--- config.mk ---
export PLATFORM = sky130hd
export DESIGN_NAME = its_ctrl
export DESIGN_NICKNAME = d
export VERILOG_FILES = /design/src/sv/its_pkg.sv /design/src/sv/its_ctrl.sv
export SDC_FILE = /design/constraint.sdc
export NUM_CORES = 1
export LEC_CHECK = 0
export BUFFER_PORTS_ARGS = -buffer_cell sky130_fd_sc_hd__buf_2
export CORE_AREA = 2 2 39 41
export DETAILED_ROUTE_END_ITERATION = 10
export DIE_AREA = 0 0 41 43
export PLACE_DENSITY_LB_ADDON = 0.15
export SETUP_SLACK_MARGIN = 0.3
export SLEW_MARGIN = 20
export SYNTH_ARGS = -nofsm -noshare
export SYNTH_HDL_FRONTEND = slang
export SYNTH_SLANG_ARGS = --single-unit
--- constraint.sdc ---
create_clock -name clk -period 1.85 [get_ports clk]
set_input_delay 0.37 -clock clk [delete_from_list [all_inputs] [get_ports clk]]
set_output_delay 0.37 -clock clk [all_outputs]
set_load 0.01 [all_outputs]
--- src/sv/its_pkg.sv ---
package its_pkg;

	localparam int TASK_SLOTS = 32;
	localparam int TIME_BITS = 32;

	localparam int FIELD_BITS = 32;
	localparam int IN_TDATA_W = 104;
	localparam int OUT_TDATA_W = 8;
	localparam int INDEX_W = 5;

	typedef enum logic [1:0] {
		KIND_CLEAR = 2'd0,
		KIND_REG   = 2'd1,
		KIND_TICK  = 2'd2
	} kind_t;

	typedef enum logic [1:0] {
		ST_REGISTERED = 2'd0,
		ST_FULL       = 2'd1,
		ST_FIRED      = 2'd2
	} status_t;

	typedef enum logic [1:0] {
		S_IDLE,
		S_REG,
		S_WALK,
		S_FLUSH
	} state_t;

	typedef struct packed {
		logic idle;
		logic clear;
		logic reg_do;
		logic walk_start;
		logic walk_en;
		logic flush;
	} ctrl_cmd_t;

	typedef struct packed {
		logic  in_fire;
		kind_t in_kind;
		logic  out_free;
		logic  walk_done;
		logic  pend_valid;
	} dp_stat_t;

endpackage

--- src/sv/its_ctrl.sv ---
module its_ctrl (
	input  logic                  clk,
	input  logic                  arst_n,
	input  its_pkg::dp_stat_t     stat,
	output its_pkg::ctrl_cmd_t    cmd
);

	its_pkg::state_t state_q;
	its_pkg::state_t state_d;

	always_ff @(posedge clk or negedge arst_n) begin
		if (!arst_n) begin
			state_q <= its_pkg::S_IDLE;
		end else begin
			state_q <= state_d;
		end
	end

	always_comb begin
		state_d = state_q;
		cmd = '0;
		case (state_q)
			its_pkg::S_IDLE: begin
				cmd.idle = 1'b1;
				if (stat.in_fire) begin
					case (stat.in_kind)
						its_pkg::KIND_CLEAR: begin
							cmd.clear = 1'b1;
						end
						its_pkg::KIND_REG: begin
							state_d = its_pkg::S_REG;
						end
						its_pkg::KIND_TICK: begin
							cmd.walk_start = 1'b1;
							state_d = its_pkg::S_WALK;
						end
						default: begin
							state_d = its_pkg::S_IDLE;
						end
					endcase
				end
			end
			its_pkg::S_REG: begin
				if (stat.out_free) begin
					cmd.reg_do = 1'b1;
					state_d = its_pkg::S_IDLE;
				end
			end
			its_pkg::S_WALK: begin
				cmd.walk_en = 1'b1;
				if (stat.walk_done) begin
					state_d = its_pkg::S_FLUSH;
				end
			end
			its_pkg::S_FLUSH: begin
				if (!stat.pend_valid) begin
					state_d = its_pkg::S_IDLE;
				end else if (stat.out_free) begin
					cmd.flush = 1'b1;
					state_d = its_pkg::S_IDLE;
				end
			end
			default: begin
				state_d = its_pkg::S_IDLE;
			end
		endcase
	end

endmodule

# Word-level counts from Yosys, hierarchy flattened
# Index checks and enable logic that the tools add are counted.
totals:
  wordCells: 29
  latch_bits: 0
  ramBits: 0
  mem_bits_ro: 0
  n_memories: 0
  inputBits: 8
  register_bits: 2
  output_inout_bits: 6
op_classes:
  n_div: 0
  n_reduce_logical: 3
  addsub: 0
  n_lt_le_gt_ge: 0
  n_bitwise: 0
  muxes: 17
  n_shift: 0
  n_eq_ne: 8
  mul: 0
op_table:
  columns: ["cell", "n"]
  rows:
  - ["$mux W1", 10]
  - ["$mux W2", 5]
  - ["$pmux W2 S4", 1]
  - ["$eq A2 B2 Y1 const B", 3]
  - ["$ne A2 B2 Y1 const B", 3]
  - ["$pmux W2 S3", 1]
  - ["$eq A2 B1 Y1 const B", 2]
  - ["$logic_not A2 Y1", 2]
  - ["$reduce_and A3 Y1", 1]

# Longest topological paths before layout
# Gate-level depths: netlist of run 1.
logic_depth:
  depth_word: 4
  depth_mapped: 4
  mapped_depth_nobuf: 3

# Worst setup path before layout of run 1
# No wires, ideal clock.
synth_timing:
  path_type: "register to output"
  startpoint: "register state_q[1]"
  endpoint: "output port cmd[4] (netlist name)"
  stages_incl_launch_ff: 4
  path_buffers: 1
  setup_slack_ns: 0.521
  t_arrival_ns: 0.959
  t_required_ns: 1.480
  cell_sequence: "dfrtp_1 -> buf_6 -> nor4b_2 -> nor2b_1"
synth_lines:
  columns: ["item", "line", "source"]
  rows:
  - ["from (decl)", "its_ctrl.sv:8", "its_pkg::state_t state_q;"]
  - ["from (signal assigned)", "its_ctrl.sv:13", "state_q <= its_pkg::S_IDLE;"]
  - ["from (signal assigned)", "its_ctrl.sv:15", "state_q <= state_d;"]
  - ["to (decl)", "its_ctrl.sv:5", "output its_pkg::ctrl_cmd_t cmd"]

==> results of run 1 <==
Yosys cell counts:
library cell,instances
inv_1,1
o21ai_0,1
buf_6,1
a21o_1,1
nand2_1,2
dfrtp_1,2
nor2b_1,2
nor4bb_1,1
and2_2,1
a21oi_1,1
a211oi_1,1
nor2_1,3
a21o_2,1
nor4b_2,1
worst register-to-register path, cell delays in order, from the launching register on:
cell	delay (ns)
dfrtp_1	0.40
buf_4	0.18
nor4bb_1	0.27
a211oi_1	0.08
a21oi_1	0.12
cell usage in the layout, fill, tap and decap left out, types with 2 or more instances in the layout:
master,netlist,final
buf_2,0,12
nor2_1,3,3
clkbuf_4,0,3
buf_4,0,3
nor2b_1,2,2
nand2_1,2,2
metal layers:
layer	share of wire (%)	up-vias	wire length, um	GRT usage (%)
met4	0	0	0	4.000
met1	46	89	222	7.717
met3	11	0	51	0
li1	-	103	-	-
met5	0	-	0	0
met2	43	12	208	8.125
cells by family after synthesis:
family                 share of synthesized area [%]
AOI/OAI and AO/OA                              20.77
buffers and inverters                          9.228
DFF                                            30.77
and+or+nand+nor                                39.23
through the flow:
stage | cell area (sq um) | hold slack [ns] | power, mW
CTS | 309.0 | 0.4178 | 0.3945
finish | 309.0 | 0.4243 | 0.3872
detailed placement | 244.0 | 0.1576 | 0.2551
global placement | 244.0 | 0.1569 | 0.2538
floorplan | 162.7 | 0.07441 | 0.2016
global route | 309.0 | 0.4597 | 0.4189
how the worst max path moves through the flow:
stage,to,slack [ns],cells after the start
3_3_place_gp,cmd[2],0.44,3
4_1_cts,cmd[4],0.29,3
2_1_floorplan,cmd[4],0.52,3
5_1_grt,cmd[4],0.22,3
3_5_place_dp,cmd[2],0.43,3
6_report,cmd[2],0.28,3
where the power goes:
group / switching (mW) / leakage [nW] / internal, mW
Combinational: 0.0969 / 0.131 / 0.105
Clock: 0.0226 / 0.0138 / 0.0714
Sequential: 0.0245 / 0.0242 / 0.0671
layout make-up:
type	instances	area [sq um]	share of cell area [%]
clock buffers	3	22.52	7.287
multi-input cells	15	107.6	34.82
inverters	1	3.754	1.215
well taps	16	20.02	6.478
repair buffers	17	103.9	33.60
flip-flops and latches	2	51.30	16.60
timing repair:
item                                   CTS  global route
setup endpoints to repair                2             2
gates resized for setup                  4             0
pin swaps                                2             0
endpoints found under the hold margin    2             0
hold buffers                             1             0
setup buffers                            2             0
==> impl_metrics.env, run 1 <==
export IMPL_ff2ff_setup_slack_ns=0.72
export IMPL_vias=204
export IMPL_leakagePower_nw=0.1689
export IMPL_hold_path_class="input pin to flop"
export IMPL_setup_viol=0
export IMPL_h_tree_depth=1
export IMPL_largest_register_ffs=2
export IMPL_synth_top_area_cell="dfrtp_1"
export IMPL_final_core_util_pct=22.33
export IMPL_relSlewSlack_pct=84.78
export IMPL_ys_seq_area_share_pct=30.77
export IMPL_cts_root_buffer="clkbuf_4"
export IMPL_worstMarginPinSlew_ns=0.2253
export IMPL_cpPeakStageDelay_ns=0.40
export IMPL_grt_max_degree=9
export IMPL_period_minus_slack_ns=1.573
export IMPL_totalWireLength_um=482
export IMPL_syn_area_per_cell_sq_um=8.561
export IMPL_worstPathMaxFanout=2
export IMPL_yosys_warnings=0
export IMPL_syn_cell_area_sq_um=162.7
export IMPL_r2r_end="state_q[0]"
export IMPL_gr_total_overflow=0
export IMPL_row_count=14
export IMPL_hold_end="state_q[0]"
export IMPL_ys_ff_latch=2
export IMPL_ant_nets=0
export IMPL_worstSetupEndpointType="primary output"
export IMPL_wire_per_inst_um=8.926
export IMPL_drtPass1Iterations=2
export IMPL_critPathBufInv=1
export IMPL_rsz0062_at_grt="yes"
export IMPL_gp_congestion=0.6685
export IMPL_ios=14
export IMPL_port_buffers=13
export IMPL_first_global_vias=167
export IMPL_status="finished, final reports clean"
export IMPL_power_density_mw_per_mm2=1253
export IMPL_fmax_mhz=635.7
export IMPL_vias_per_cell=3.778
export IMPL_die_y_um=43
export IMPL_cts_sinks=2
export IMPL_final_max_slew_violation_count=0
export IMPL_hold_path_startpoint="stat[2]"
export IMPL_ir_drop_uv=289.4
export IMPL_dp_slack_ns=0.4345
export IMPL_path_delay_family="simple AND/OR/NAND/NOR gates"
export IMPL_netlist_instances=19
export IMPL_critPathLaunch="state_q[1]"
export IMPL_diodes=0
export IMPL_hold_violations=0
export IMPL_holdPathStages=3
export IMPL_start_util_pct=11.75
export IMPL_crit_slowest_cell="dfrtp_1"
export IMPL_place_inst=48
export IMPL_ys_top_cells_by_area="dfrtp_1 (31%), nor4b_2 (9.2%), nor2b_1 (7.7%), buf_6 (6.9%), nor2_1 (6.9%)"
export IMPL_die_w_um=41
export IMPL_fin_nets=48
export IMPL_fin_cells=54
export IMPL_fillers=154
export IMPL_timing_final_crit_share_pct=85.03
export IMPL_r2r_start="state_q[1]"
export IMPL_cts_made_buffers=3
export IMPL_grt_pass1_wl_um=690
export IMPL_worst_setup_path_type="flop to primary output"
export IMPL_reg_largest_list="state_q (2)"
export IMPL_dieArea_sq_mm=0.001763
export IMPL_post_route_drc_count=0
export IMPL_syn_to_final_growth_pct=90.00
export IMPL_path_cells="nor4b_4 > and2_4 > buf_6"
export IMPL_drive_above_1_share_pct=60.53
export IMPL_antenna_found_initial=0
export IMPL_cts_max_path_buffers=2
export IMPL_cts_tree="yes"
export IMPL_required_ns=1.48
export IMPL_finalWorstSetupSlack_ns=0.2769
export IMPL_skew_ns=0.003716
export IMPL_cap_violations=0
export IMPL_setup_tns_ns=0
export IMPL_dp_hpwl_um=367.7
export IMPL_cp_arrival_ns=1.20
export IMPL_drtIter0Drc=1
export IMPL_r2r_cells=4
export IMPL_clk_pin_slew_ns=0.03
export IMPL_cp_start_kind="flop"
export IMPL_largest_register="state_q"
export IMPL_core_area_sq_mm=0.001384
export IMPL_syn_nets=27
export IMPL_clock_latency_ns=0.22
export IMPL_netlist_area_leader_share_pct=30.77
export IMPL_gr_usage_all_layers_pct=5.622
export IMPL_synth_distinct_cells=14
(Power assumes the default switching activity.)
==> run 2: changes to the inputs <==
- PLACE_DENSITY: not set -> 0.3
- PLACE_DENSITY_LB_ADDON: 0.15 -> not set
==> run 2 against run 1 <==
  * Combinational power is 4% lower
  * Sequential cell count did not move
  * Cell area shrank 4.5%
  * Critical path type unchanged
  * Highest routed layer unchanged
  * Critical path depth did not move
  * Setup slack better by 0.011 ns
  * Count of clock-buffer cells in the layout stayed put
  * Worst hold slack improved by 0.0083 ns
  * Maximum frequency is 0.72% higher
==> impl_metrics.env, run 2 (synthesis gave the netlist of run 1 again) <==
export IMPL_setup_tns_ns=0
export IMPL_power_density_mw_per_mm2=1261
export IMPL_cp_arrival_ns=1.19
export IMPL_ir_drop_uv=271.7
export IMPL_power_mw=0.3723
export IMPL_cts_root_buffer="clkbuf_4"
export IMPL_clk_pin_slew_ns=0.03
export IMPL_hold_path_class="input pin to flop"
export IMPL_layout_commonest_cell="buf_2"
export IMPL_worst_setup_path_type="flop to primary output"
export IMPL_wl_met2_um=210
export IMPL_wl_met1_um=203
export IMPL_leakagePower_nw=0.1589
export IMPL_ios=14
export IMPL_row_count=14
export IMPL_swShare_pct=36.40
export IMPL_wl_met3_um=36
export IMPL_h_tree_depth=1
export IMPL_p_clk_share_pct=25.5
export IMPL_cap_violations=0
export IMPL_port_buffers=13
export IMPL_core_area_sq_mm=0.001384
export IMPL_clock_latency_ns=0.22
export IMPL_first_global_vias=193
export IMPL_syn_to_final_growth_pct=81.54
export IMPL_relSlewSlack_pct=84.72
export IMPL_antenna_found_initial=0
export IMPL_ant_nets=0
export IMPL_skew_ns=0.003685
export IMPL_p_int_mw=0.2368
export IMPL_largest_register_ffs=2
export IMPL_start_util_pct=11.75
export IMPL_totalWireLength_um=450
export IMPL_wire_per_inst_um=8.491
export IMPL_fin_nets=47
export IMPL_required_ns=1.48
export IMPL_worstMarginPinSlew_ns=0.2262
export IMPL_layout_common_cells="buf_2 (12), nor2_1 (3), clkbuf_4 (3)"
export IMPL_rsz0062_at_grt="yes"
export IMPL_worstSetupEndpointType="primary output"
export IMPL_dieArea_sq_mm=0.001763
export IMPL_period_minus_slack_ns=1.562
export IMPL_dp_hpwl_um=364.1
export IMPL_power_frac_seq_pct=22.3
export IMPL_grt_max_degree=9
export IMPL_cts_made_buffers=3
export IMPL_drtIter0Drc=3
export IMPL_timing_final_crit_share_pct=84.42
export IMPL_cts_max_path_buffers=2
export IMPL_worstPathMaxFanout=2
export IMPL_largest_register="state_q"
export IMPL_vias=190
export IMPL_cts_sinks=2
export IMPL_reg_largest_list="state_q (2)"
export IMPL_p_switching_mw=0.1355
export IMPL_cts_tree="yes"
export IMPL_final_core_util_pct=21.34
export IMPL_die_w_um=41
export IMPL_die_y_um=43
export IMPL_highest_layer="met3"
export IMPL_grt_pass1_wl_um=772
export IMPL_diodes=0
export IMPL_power_frac_comb_pct=52.2
export IMPL_gp_congestion=0.6362
export IMPL_vias_per_cell=3.585
export IMPL_final_max_slew_violation_count=0
export IMPL_drive_above_1_share_pct=62.16
export IMPL_gr_usage_all_layers_pct=6.426
export IMPL_fmax_mhz=640.3
export IMPL_hold_violations=0
export IMPL_status="finished, final reports clean"
export IMPL_drtPass1Iterations=2
export IMPL_cp_start_kind="flop"
export IMPL_post_route_drc_count=0
export IMPL_gr_total_overflow=0
export IMPL_setup_viol=0
==> run 2: cell types whose count changed in the layout (fill, tap and decap cells not counted) <==
| cell | change |
|---|---|
| nor4b_4 | -1 |
| buf_4 | -1 |
| nor2b_2 | +1 |
| nor2b_1 | -1 |
| nor4b_2 | +1 |
==> run 2: layer usage <==
layer  GRT usage (%)  vias up
li1                -      101
met1           8.360       81
met2           9.063        8
met3           1.571        0
met4           4.000        0
met5               0        -
==> run 2: area by class of cell <==
| type | instances | area (sq um) |
|---|---|---|
| Fill cell | 158 | 1089 |
| Multi-Input combinational cell | 15 | 101.3 |
| Timing Repair Buffer | 16 | 96.34 |
| Sequential cell | 2 | 51.30 |
| Clock buffer | 3 | 22.52 |
| Tap cell | 16 | 20.02 |
| Inverter | 1 | 3.754 |
==> run 2: what timing repair did <==
action                                 CTS  global route
pin swaps                                2             1
endpoints found under the hold margin    2             0
setup endpoints to repair                2             2
hold buffers                             1             0
gates resized for setup                  3             1
setup buffers                            1             0
==> run 2: critical path: stages, from the launching register on <==
cell and delay (ns):
dfrtp_1 0.39, nor4b_2 0.29, nor2b_2 0.17, buf_2 0.13
==> run 2: path summary, 6_finish.rpt <==
| check | start | to | slack [ns] | cells after the start |
|---|---|---|---|---|
| max | state_q[1] | cmd[4] | 0.29 | 3 |
| min | stat[2] | state_q[0] | 0.43 | 3 |
| max reg2reg | state_q[1] | state_q[0] | 0.73 | 4 |
| min reg2reg | state_q[0] | state_q[0] | 0.60 | 2 |
| max in group asynchronous | arst_n | state_q[0] | 1.28 | 2 |
| min in group asynchronous | arst_n | state_q[0] | 0.47 | 2 |
==> run 2: metrics by stage <==
stage               std cells  area, sq um  worst slack (ns)  hold WS, ns
global route               53        295.3            0.1997       0.4434
finish                     53        295.3            0.2882       0.4326
global placement           48        244.0            0.4318       0.1557
CTS                        53        292.8            0.2901       0.4248
floorplan                  19        162.7            0.5209      0.07441
detailed placement         48        244.0            0.4333       0.1568
==> run 2: power by group through the flow <==
stage,logic [mW],clock network [mW],registers (mW)
final,0.194,0.0949,0.0832
after detailed placement,0.161,0,0.0950
after global placement,0.163,0,0.0966
after CTS,0.196,0.100,0.0846
after global routing,0.215,0.103,0.0871
after floorplan,0.117,0,0.0846
